[src/rtl/ssstk_pkg.sv]
package ssstk_pkg;

	localparam int STACK_DEPTH = 128;
	localparam int PTR_W = (STACK_DEPTH > 1) ? $clog2(STACK_DEPTH) : 1;
	localparam int CNT_W = $clog2(STACK_DEPTH + 1);

	typedef enum logic [1:0] {
		OP_DECLARE = 2'd0,
		OP_LOOKUP  = 2'd1,
		OP_UPDATE  = 2'd2,
		OP_RELEASE = 2'd3
	} op_t;

	localparam logic [1:0] ST_DONE      = 2'd0;
	localparam logic [1:0] ST_NOT_FOUND = 2'd1;
	localparam logic [1:0] ST_FULL      = 2'd2;

	localparam logic [1:0] KIND_SCOPE = 2'd0;

	typedef struct packed {
		logic [7:0]  tail;
		logic [63:0] head;
	} key_t;

	typedef struct packed {
		logic [1:0]  kind;
		logic [31:0] value;
		logic [7:0]  tail;
		logic [63:0] head;
	} entry_t;

	typedef struct packed {
		logic             we;
		logic [PTR_W-1:0] waddr;
		entry_t           wdata;
		logic [PTR_W-1:0] raddr;
	} mem_req_t;

	// A name ends at its first zero character; everything after it is cleared.
	function automatic key_t canon_key(logic [63:0] head, logic [7:0] tail);
		key_t k;
		logic cut;
		cut = 1'b0;
		k.head = head;
		k.tail = tail;
		for (int b = 0; b < 8; b++) begin
			if (head[8*b +: 8] == 8'h00) cut = 1'b1;
			if (cut) k.head[8*b +: 8] = 8'h00;
		end
		if (cut) k.tail = 8'h00;
		return k;
	endfunction

	function automatic logic [7:0] sat_count(logic [CNT_W-1:0] c);
		logic [CNT_W+7:0] w;
		w = (CNT_W + 8)'(c);
		if (w > (CNT_W + 8)'(255)) return 8'hFF;
		return w[7:0];
	endfunction

endpackage

[src/rtl/ssstk_if.sv]
interface ssstk_req_if;
	logic        valid;
	logic        ready;
	logic [1:0]  op;
	logic [63:0] name_head;
	logic [7:0]  name_tail;
	logic [31:0] new_value;
	logic [1:0]  entry_kind;

	modport source (output valid, op, name_head, name_tail, new_value, entry_kind,
		input ready);
	modport sink (input valid, op, name_head, name_tail, new_value, entry_kind,
		output ready);
endinterface

interface ssstk_rsp_if;
	logic        valid;
	logic        ready;
	logic [31:0] read_value;
	logic [1:0]  status;
	logic [7:0]  entries_held;

	modport source (output valid, read_value, status, entries_held, input ready);
	modport sink (input valid, read_value, status, entries_held, output ready);
endinterface

[src/rtl/ssstk_ctrl.sv]
module ssstk_ctrl import ssstk_pkg::*; (
	input  logic      clk,
	input  logic      arst_n,
	ssstk_req_if.sink req,
	ssstk_rsp_if.source rsp,
	output mem_req_t  mem_req,
	input  entry_t    rd_data
);

	typedef enum logic [1:0] {S_IDLE, S_SCAN, S_EMIT} state_t;

	state_t            state_q;
	op_t               op_q;
	logic [63:0]       key_head_q;
	logic [7:0]        key_tail_q;
	logic [31:0]       value_q;
	logic [CNT_W-1:0]  top_q;
	logic [PTR_W-1:0]  idx_q;
	logic [31:0]       res_value_q;
	logic [1:0]        res_status_q;
	logic              rsp_valid_q;
	logic [31:0]       rsp_value_q;
	logic [1:0]        rsp_status_q;
	logic [7:0]        rsp_count_q;

	key_t              in_key;
	op_t               in_op;
	logic              accept;
	logic              full;
	logic              empty;
	logic              hit;
	logic              scope;
	logic [CNT_W-1:0]  top_m1;

	assign in_key = canon_key(req.name_head, req.name_tail);
	assign in_op  = op_t'(req.op);
	assign req.ready = (state_q == S_IDLE);
	assign accept = req.valid && req.ready;
	assign full   = (top_q == CNT_W'(STACK_DEPTH));
	assign empty  = (top_q == '0);
	assign top_m1 = top_q - CNT_W'(1);
	assign hit    = (rd_data.head == key_head_q) && (rd_data.tail == key_tail_q);
	assign scope  = (rd_data.kind == KIND_SCOPE);

	assign rsp.valid        = rsp_valid_q;
	assign rsp.read_value   = rsp_value_q;
	assign rsp.status       = rsp_status_q;
	assign rsp.entries_held = rsp_count_q;

	// The entry one below the one being compared is always fetched, so the
	// walk down the stack examines one entry every cycle.
	always_comb begin
		mem_req.we    = 1'b0;
		mem_req.waddr = top_q[PTR_W-1:0];
		mem_req.wdata = '{kind: req.entry_kind, value: req.new_value,
			tail: in_key.tail, head: in_key.head};
		mem_req.raddr = (state_q == S_SCAN) ? idx_q - PTR_W'(1) : top_m1[PTR_W-1:0];
		if (accept && in_op == OP_DECLARE && !full) begin
			mem_req.we = 1'b1;
		end else if (state_q == S_SCAN && op_q == OP_UPDATE && hit) begin
			mem_req.we    = 1'b1;
			mem_req.waddr = idx_q;
			mem_req.wdata = '{kind: rd_data.kind, value: value_q,
				tail: rd_data.tail, head: rd_data.head};
		end
	end

	always_ff @(posedge clk or negedge arst_n) begin
		if (!arst_n) begin
			state_q      <= S_IDLE;
			op_q         <= OP_DECLARE;
			key_head_q   <= '0;
			key_tail_q   <= '0;
			value_q      <= '0;
			top_q        <= '0;
			idx_q        <= '0;
			res_value_q  <= '0;
			res_status_q <= ST_DONE;
			rsp_valid_q  <= 1'b0;
			rsp_value_q  <= '0;
			rsp_status_q <= ST_DONE;
			rsp_count_q  <= '0;
		end else begin
			// While emitting, the output register is reloaded below instead.
			if (rsp.ready && state_q != S_EMIT) rsp_valid_q <= 1'b0;
			case (state_q)
				S_IDLE: begin
					if (accept) begin
						op_q        <= in_op;
						key_head_q  <= in_key.head;
						key_tail_q  <= in_key.tail;
						value_q     <= req.new_value;
						idx_q       <= top_m1[PTR_W-1:0];
						res_value_q <= '0;
						case (in_op)
							OP_DECLARE: begin
								state_q <= S_EMIT;
								if (full) begin
									res_status_q <= ST_FULL;
								end else begin
									res_status_q <= ST_DONE;
									top_q        <= top_q + CNT_W'(1);
								end
							end
							OP_LOOKUP, OP_UPDATE: begin
								if (empty) begin
									res_status_q <= ST_NOT_FOUND;
									state_q      <= S_EMIT;
								end else begin
									res_status_q <= ST_DONE;
									state_q      <= S_SCAN;
								end
							end
							OP_RELEASE: begin
								res_status_q <= ST_DONE;
								if (empty) state_q <= S_EMIT;
								else state_q <= S_SCAN;
							end
							default: begin
								res_status_q <= ST_DONE;
								state_q      <= S_EMIT;
							end
						endcase
					end
				end
				S_SCAN: begin
					case (op_q)
						OP_LOOKUP, OP_UPDATE: begin
							if (hit) begin
								res_value_q <= (op_q == OP_LOOKUP) ? rd_data.value : value_q;
								state_q     <= S_EMIT;
							end else if (idx_q == '0) begin
								res_status_q <= ST_NOT_FOUND;
								state_q      <= S_EMIT;
							end else begin
								idx_q <= idx_q - PTR_W'(1);
							end
						end
						OP_RELEASE: begin
							// The scope start entry itself is popped as well.
							if (scope) begin
								top_q   <= CNT_W'(idx_q);
								state_q <= S_EMIT;
							end else if (idx_q == '0) begin
								top_q   <= '0;
								state_q <= S_EMIT;
							end else begin
								idx_q <= idx_q - PTR_W'(1);
							end
						end
						default: state_q <= S_EMIT;
					endcase
				end
				S_EMIT: begin
					if (!rsp_valid_q || rsp.ready) begin
						rsp_valid_q  <= 1'b1;
						rsp_value_q  <= res_value_q;
						rsp_status_q <= res_status_q;
						rsp_count_q  <= sat_count(top_q);
						state_q      <= S_IDLE;
					end
				end
				default: state_q <= S_IDLE;
			endcase
		end
	end

`ifndef SYNTHESIS
	a_lookup_keeps_top: assert property (@(posedge clk) disable iff (!arst_n)
		(state_q == S_SCAN && op_q == OP_LOOKUP) |=> top_q == $past(top_q))
		else $error("lookup changed the stack depth");

	a_full_only_when_full: assert property (@(posedge clk) disable iff (!arst_n)
		(state_q == S_EMIT && res_status_q == ST_FULL) |-> full)
		else $error("push refused on a stack that is not full");

	a_miss_reads_zero: assert property (@(posedge clk) disable iff (!arst_n)
		(rsp_valid_q && rsp_status_q == ST_NOT_FOUND) |-> rsp_value_q == '0)
		else $error("missed name returned a non-zero value");

	a_update_writes: assert property (@(posedge clk) disable iff (!arst_n)
		(state_q == S_SCAN && op_q == OP_UPDATE && hit) |-> mem_req.we)
		else $error("update hit without a write to the entry store");

	a_accept_leaves_idle: assert property (@(posedge clk) disable iff (!arst_n)
		accept |=> state_q != S_IDLE)
		else $error("beat accepted but sequencer stayed idle");
`endif

endmodule

[src/flat_wrapper.sv]
// flat-port wrapper written by rule: the top's interface ports become plain ports
module ssstk_ctrl_flat import ssstk_pkg::*;
  (clk, arst_n, mem_req, rd_data, req_valid, req_op, req_name_head, req_name_tail, req_new_value, req_entry_kind, req_ready, rsp_valid, rsp_read_value, rsp_status, rsp_entries_held, rsp_ready);
  ssstk_req_if req_i ();
  ssstk_rsp_if rsp_i ();
  input  logic clk;
  input  logic arst_n;
  output mem_req_t mem_req;
  input  entry_t rd_data;
  input wire logic [$bits(req_i.valid)-1:0] req_valid;
  input wire logic [$bits(req_i.op)-1:0] req_op;
  input wire logic [$bits(req_i.name_head)-1:0] req_name_head;
  input wire logic [$bits(req_i.name_tail)-1:0] req_name_tail;
  input wire logic [$bits(req_i.new_value)-1:0] req_new_value;
  input wire logic [$bits(req_i.entry_kind)-1:0] req_entry_kind;
  output wire logic [$bits(req_i.ready)-1:0] req_ready;
  output wire logic [$bits(rsp_i.valid)-1:0] rsp_valid;
  output wire logic [$bits(rsp_i.read_value)-1:0] rsp_read_value;
  output wire logic [$bits(rsp_i.status)-1:0] rsp_status;
  output wire logic [$bits(rsp_i.entries_held)-1:0] rsp_entries_held;
  input wire logic [$bits(rsp_i.ready)-1:0] rsp_ready;
  assign req_i.valid = req_valid;
  assign req_i.op = req_op;
  assign req_i.name_head = req_name_head;
  assign req_i.name_tail = req_name_tail;
  assign req_i.new_value = req_new_value;
  assign req_i.entry_kind = req_entry_kind;
  assign req_ready = req_i.ready;
  assign rsp_valid = rsp_i.valid;
  assign rsp_read_value = rsp_i.read_value;
  assign rsp_status = rsp_i.status;
  assign rsp_entries_held = rsp_i.entries_held;
  assign rsp_i.ready = rsp_ready;
  ssstk_ctrl u_core (.clk(clk), .arst_n(arst_n), .req(req_i), .rsp(rsp_i), .mem_req(mem_req), .rd_data(rd_data));
endmodule
[config.mk]
export PLATFORM = sky130hd
export DESIGN_NAME = ssstk_ctrl_flat
export DESIGN_NICKNAME = d
export VERILOG_FILES = /design/src/rtl/ssstk_pkg.sv /design/src/rtl/ssstk_if.sv /design/src/rtl/ssstk_ctrl.sv /design/src/flat_wrapper.sv
export SDC_FILE = /design/constraint.sdc
export NUM_CORES = 1
export LEC_CHECK = 0
export ABC_AREA = 1
export BUFFER_PORTS_ARGS = -buffer_cell sky130_fd_sc_hd__buf_2
export CORE_AREA = 2 2 163 165
export DETAILED_ROUTE_END_ITERATION = 10
export DIE_AREA = 0 0 165 167
export PLACE_DENSITY = 0.77
export SLEW_MARGIN = 5
export SYNTH_ARGS = -nofsm -noshare
export SYNTH_HDL_FRONTEND = slang
export SYNTH_SLANG_ARGS = --single-unit
[constraint.sdc]
create_clock -name clk -period 1.8 [get_ports clk]
set_input_delay 0.27 -clock clk [delete_from_list [all_inputs] [get_ports clk]]
set_output_delay 0.27 -clock clk [all_outputs]
set_load 0.02 [all_outputs]
==> metrics.txt, run 1 <==
Worst setup startpoint=u_core.key_tail_q[0]; WL final=51.5 mm; clk sinks=200; largest area contributor in the netlist=dfrtp_1; nature of the critical path endpoint=primary output; post-route insts no fill=2635; CP Capture Point=mem_req[40]; Clock Path Buffers=2; combinational share of power=55.8%; Pre-antenna DRT Iters=7; crit-path max FO=4; drt first-iter violations=1455; most common cell after layout, fill and taps aside=nand2_1; CP required=1.53 ns; failing checks=negative setup slack; maximum vdd drop=1.05 mV; largest net degree at the start of global routing=119; crit share post-route=165%; Final #Nets=2507; Fin Setup TNS=-155.71 ns; switching power=12.1 mW; switching share of power=45.2%; synthesized flop and latch total=200; Post-synth EDFFs=0; worst hold slack=0.0687 ns; Remaining Overflow, GRT=0; Post-Route Skew=0.0250 ns; mean post-synth cell area=7.16 um2; max_slew headroom=60.2%; # port buffers=382; PD cells=1370 nW/um2; Worst EP arrival=2.71 ns; first-pass GRT wire length=69.3 mm; worst hold path stage count=3; Area growth syn-to-layout=63.3%; Syn Inst Count=1670; part of the Yosys area used for sequential elements=41.9%; Synth cell types=39; FF-to-FF End=u_core.res_value_q[16]; Inserted Clock Buffers=17; H-tree levels=4; Avg Vias per Cell=5.47; Yosys top cell area share=41.9%; clk slew on worst S/H paths=0.10 ns; Slew @ Worst Pin=0.597 ns; ys async rst share=100%; Hold WC Path Type=input pin to flip-flop; part of the power in the clock network=15.1%; vias in the first global route=13600; P_int=14.6 mW; FMAX=336 MHz; I/O Pins=383; setup ws final=-1.18 ns; routed length per placed instance=19.6 um; worst reg2reg path depth=16; Fill cells=1608; fin area=19500 um2; CTS tree=yes; full die area=27600 um2; most frequent cells in the layout=nand2_1 (487), buf_2 (285), buf_4 (238); Skew-Pair Late Insertion Delay=0.44 ns; share of cells above drive strength 1=44.5%; Main synth FF type=dfrtp_1; root cell of the clock tree=clkbuf_16; via count=14400; reg2reg start=u_core.key_tail_q[0]; DRC viols=0; initial antenna violation count=4; CORE AREA=25800 um2; Tot GR Track Use=32.0%; Placed Cells=2523; Synth Cell Area=12000 um2; syn nets=1896; Post-DP HPWL=29.8 mm; RSZ-0062 raised after global routing=yes; placed cell areas=16300 um2; top post-synthesis cells by area=dfrtp_1 (42%), nand2_1 (19%), inv_1 (7.1%); multi-input combinational cell area=7090 um2; final core utilization=75.8%; final hold vios=0; pre-CTS setup slack=-0.753 ns; Die Wd=165 um; # setup viols final=173; Placer Congestion=0.919; sequential power share=29.1%; Synth warnings=0; total power=26.7 mW; status=finished with violations; count of pins over their slew limit=0; row count=59; Leak=10.4 nW; reg2reg setup slack=-0.63 ns; die height=167 um; initial core utilization=46.4%; Setup Crit Path Kind=flip-flop to primary output; total of max-cap violations=0; min Tclk post-route=2.98 ns; startpoint types=flip-flop; post-route ant nets=0; register area=5010 um2
==> what timing repair did <==
action                     CTS  global route
setup endpoints to repair  171           220
pin swaps                   18            35
gates cloned                17            18
hold buffers                 1             0
setup buffers               15            28
resized for setup          268           193
hold endpoints to repair    41             0
==> per-layer routing <==
metal / GRT usage [%] / part of all wire [%]
met1: 38.6 / 36
met2: 53.7 / 48
met3: 7.10 / 9.7
met4: 15.7 / 6.2
met5: 0 / 0
==> how the worst min path moves through the flow <==
stage	to	slack, ns	from
floorplan	u_core.idx_q[0]	-0.03	arst_n
global placement	u_core.value_q[29]	0.25	arst_n
detailed placement	u_core.value_q[29]	0.26	arst_n
CTS	u_core.value_q[8]	0.05	req_new_value[8]
global route	u_core.value_q[27]	0.06	req_new_value[27]
finish	u_core.value_q[8]	0.07	req_new_value[8]
==> logic make-up after synthesis <==
family,count (synthesis),synth area share [%]
and+or+nand+nor,812,27.8
buffers and inverters,313,11.1
AOI/OAI and AO/OA,283,13.7
DFF,200,41.9
muxes,34,3.20
xor gates and xnor gates,20,1.47
adders and majority gates,8,0.838
==> synth_stat cells, types with 2 or more instances <==
master    count
o21ai_1      46
nor2_2        4
nand3_2       2
o21ai_2      35
nor2_4       10
nor3_1        7
nor2_1      124
dfrtp_1     200
o21ai_0     158
nand3_1      26
buf_1        12
nand4_1      13
clkbuf_1     30
buf_4         2
a21oi_1       6
nor3_2        2
nor4_1        9
xnor2_1       8
o211ai_1     34
nand2_1     606
nand2_2       3
buf_6        15
ha_1          8
xor2_1       12
inv_1       227
inv_2        13
buf_2        12
mux2_2       34
nand3_4       2
==> final cells by class <==
| class | count | area share (%) |
|---|---|---|
| antenna | 6 | 0.0769 |
| clock buffer | 17 | 2.18 |
| clock inverter | 15 | 0.987 |
| inverter | 241 | 4.81 |
| multi-input combinational | 1159 | 36.3 |
| sequential | 200 | 25.6 |
| tap | 335 | 2.15 |
| timing repair buffer | 662 | 27.9 |
==> power by group through the flow <==
stage | registers (mW) | clock network, mW | logic [mW]
final | 7.79 | 4.03 | 14.9
after global routing | 7.94 | 4.26 | 15.9
after CTS | 7.60 | 4.05 | 11.9
after detailed placement | 7.64 | 0 | 10.8
after global placement | 7.53 | 0 | 10.5
after floorplan | 7.92 | 0 | 6.44
==> registers in the layout, summed over array words and instances (netlist names) <==
name / cells
u_core.res_status_q: 2
u_core.rsp.status: 2
u_core.rsp.valid: 1
u_core.key_tail_q: 8
u_core.rsp.entries_held: 8
u_core.rsp.read_value: 32
u_core.state_q: 2
u_core.key_head_q: 64
u_core.op_q: 2
u_core.top_q: 8
u_core.res_value_q: 32
u_core.idx_q: 7
u_core.value_q: 32
==> worst max-delay path, cell delays in order (launching register included) <==
cell and delay (ns):
dfrtp_1 0.42, nor2_1 0.18, nor2_1 0.11, nor2_2 0.15, nand2_1 0.09, nor2_2 0.11, nand2_1 0.07, nor2_2 0.09
nand3_2 0.12, inv_4 0.10, buf_4 0.17, nand2_4 0.12, buf_4 0.22, o21ai_2 0.14, buf_4 0.17
No activity file was read; power rests on OpenSTA's default activity.
==> inputs of run 2 (changes only) <==
--- a/config.mk
+++ b/config.mk
@@ -7,10 +7,10 @@
 export LEC_CHECK = 0
 export ABC_AREA = 1
 export BUFFER_PORTS_ARGS = -buffer_cell sky130_fd_sc_hd__buf_2
-export CORE_AREA = 2 2 163 165
+export CORE_AREA = 2 2 154 156
 export DETAILED_ROUTE_END_ITERATION = 10
-export DIE_AREA = 0 0 165 167
-export PLACE_DENSITY = 0.77
+export DIE_AREA = 0 0 156 158
+export PLACE_DENSITY = 0.82
 export SLEW_MARGIN = 5
 export SYNTH_ARGS = -nofsm -noshare
 export SYNTH_HDL_FRONTEND = slang
==> constraint.sdc (replaced) <==
create_clock -name clk -period 3.8 [get_ports clk]
set_input_delay 0.57 -clock clk [delete_from_list [all_inputs] [get_ports clk]]
set_output_delay 0.57 -clock clk [all_outputs]
set_load 0.02 [all_outputs]
==> run 2 against run 1 <==
The flow now finishes without violations; setup slack improved by 1.5 ns; total power fell by 63%; critical path type unchanged; die area down 11%; via count fell by 17%; routed wire length shrank 32%; combinational power decreased by 71%; global-route usage down 3.9 points; largest cell class unchanged; count of clock-buffer cells in the layout is 1 higher; non-clock buffer count fell by 271; hold slack improved by 0.16 ns.
==> metrics.txt, run 2 (same netlist as run 1, synthesis figures left out) <==
RSZ-0062 raised after global routing=no; crit-path max FO=124 (+120); initial core utilization=51.8% (+5.5 points); clk sinks=200 (unchanged); Area growth syn-to-layout=21.7%; combinational share of power=44.2% (-12 points); startpoint types=flip-flop; clk slew on worst S/H paths=0.09 ns (about the same); Placer Congestion=0.932 (+1.5%); DRC viols=0 (unchanged); min Tclk post-route=3.50 ns; I/O Pins=383 (unchanged); nature of the critical path endpoint=primary output; Pre-antenna DRT Iters=7 (unchanged); maximum vdd drop=0.299 mV (-72%); Biggest register=u_core.key_head_q; Crit path top cell by count=nand2_1; P_int=5.44 mW (-63%); Skew-Pair Late Insertion Delay=0.43 ns (about the same); Largest register FFs=64 (unchanged); # setup viols final=0 (-100%); first-pass GRT wire length=54.8 mm (-21%); most common cell after layout, fill and taps aside=nand2_1; Post-Route Skew=0.0130 ns (-0.0120 ns); FMAX=286 MHz; Hold WC Path Type=input pin to asynchronous set/reset pin; H-tree levels=4 (unchanged); via count=11900 (-17%); Clock Path Buffers=2 (unchanged); WL final=35.1 mm (-32%); CP required=3.23 ns (+1.70 ns); Leak=8.28 nW (-20%); Final #Nets=2234 (-11%); Tot GR Track Use=28.1% (-3.9 points); switching share of power=44.5% (-0.68 points); final hold vios=0 (unchanged); Fin Setup TNS=0 ns (+155.71 ns); share of cells above drive strength 1=26.4% (-18 points); CP top delay family=simple AND/OR/NAND/NOR gates; vias in the first global route=11200 (-18%); routed length per placed instance=15.1 um (-23%); register area=5000 um2 (about the same); CTS tree=yes; row count=56 (-5.1%); CORE AREA=23100 um2 (-11%); switching power=4.37 mW (-64%); Fill cells=2045 (+27%); Critical-path top delay cell=dfrtp_1; initial antenna violation count=3 (-1); PD cells=674 nW/um2 (-51%); Inserted Clock Buffers=17 (unchanged); Remaining Overflow, GRT=0 (unchanged); post-route ant nets=0 (unchanged); Slew @ Worst Pin=1.08 ns (+0.482 ns); Worst Path Buf+Inv=3 (-1); full die area=24600 um2 (-11%); # port buffers=382 (unchanged); Avg Vias per Cell=5.14 (-6.0%); part of the power in the clock network=18.8% (+3.7 points); largest net degree at the start of global routing=125 (+5.0%); Setup Crit Path Kind=flip-flop to primary output; Post-DP HPWL=26.5 mm (-11%); worst hold slack=0.233 ns (+0.164 ns); die height=158 um (-5.4%); CP max stage delay=0.39 ns (-0.03 ns); sequential power share=37.0% (+7.9 points); root cell of the clock tree=clkbuf_16; crit-path cells=nand2_1 > nand2_1 > nor2_1 > nand2_1 > nor2_1 > nand2_1 > nor2_1 > nand3_2 > inv_2 > nand2_8 > buf_12 > o21ai_2 > buf_2; most frequent cells in the layout=nand2_1 (605), buf_2 (381), inv_1 (227); drt first-iter violations=830 (-43%); Die Wd=156 um (-5.5%); multi-input combinational cell area=5640 um2 (-20%); total of max-cap violations=0 (unchanged); count of pins over their slew limit=0 (unchanged); crit share post-route=92.0%; Worst EP arrival=2.93 ns (+0.22 ns); max_slew headroom=27.9% (-32 points); status=finished, final reports clean
## run 2: power by group through the flow
stage / Sequential [mW] / Combinational [mW] / Clock [mW]
floorplan: 3.74 / 2.88 / 0
finish: 3.63 / 4.34 / 1.84
detailed placement: 3.65 / 4.33 / 0
global route: 3.74 / 4.90 / 1.97
CTS: 3.62 / 4.36 / 1.88
global placement: 3.59 / 4.20 / 0
## run 2: layer usage
metal,vias up,global-route usage [%],part of all wire (%)
met5,-,0,0
met4,0,11.1,2.8
met3,66,4.74,6.6
met2,451,49.9,50
met1,5489,34.3,41
li1,5883,-,-
## run 2: area by class of cell
type | instances | area share [%]
clock buffers | 18 | 2.95
inverters | 241 | 6.23
clock inverters | 14 | 1.25
well taps | 290 | 2.49
diodes | 3 | 0.0516
flip-flops and latches | 200 | 34.4
multi-input cells | 1157 | 38.8
repair buffers | 391 | 13.8
## run 2: final timing paths
check | end | cells past startpoint | startpoint | slack (ns)
max | mem_req[10] | 13 | u_core.key_head_q[54] | 0.30
min | u_core.value_q[28] | 1 | arst_n | 0.23
max reg2reg | u_core.key_head_q[5] | 6 | u_core.state_q[0] | 1.11
min reg2reg | u_core.rsp.entries_held[4] | 2 | u_core.rsp.entries_held[4] | 0.49
max in group asynchronous | u_core.rsp.read_value[20] | 2 | arst_n | 2.65
min in group clk | u_core.value_q[12] | 3 | req_new_value[12] | 0.36
## run 2: what timing repair did
action	in CTS	in global routing
setup endpoints to repair	0	35
gates resized for setup	0	5
buffers inserted	0	0
hold buffers	0	0
## run 2: worst reg2reg max path: cells and delay by family (launching register included)
kind / cells / cell delay [ns]
buffers and inverters: 3 / 1.57
flip-flops: 1 / 0.45
AND/OR/NAND/NOR: 2 / 0.31
AO/OA/AOI/OAI: 1 / 0.21
## run 2: per-stage QoR
step	worst slack, ns	total power, mW	area [um2]	util (%)	cells
finish	0.305	9.81	14500	63.1	2314
detailed placement	0.278	7.98	13900	60.4	2279
global placement	0.341	7.79	13900	60.4	2279
floorplan	1.22	6.63	12000	-	1670
global route	0.0575	10.6	14500	63.1	2313
CTS	0.120	9.85	14500	63.0	2311
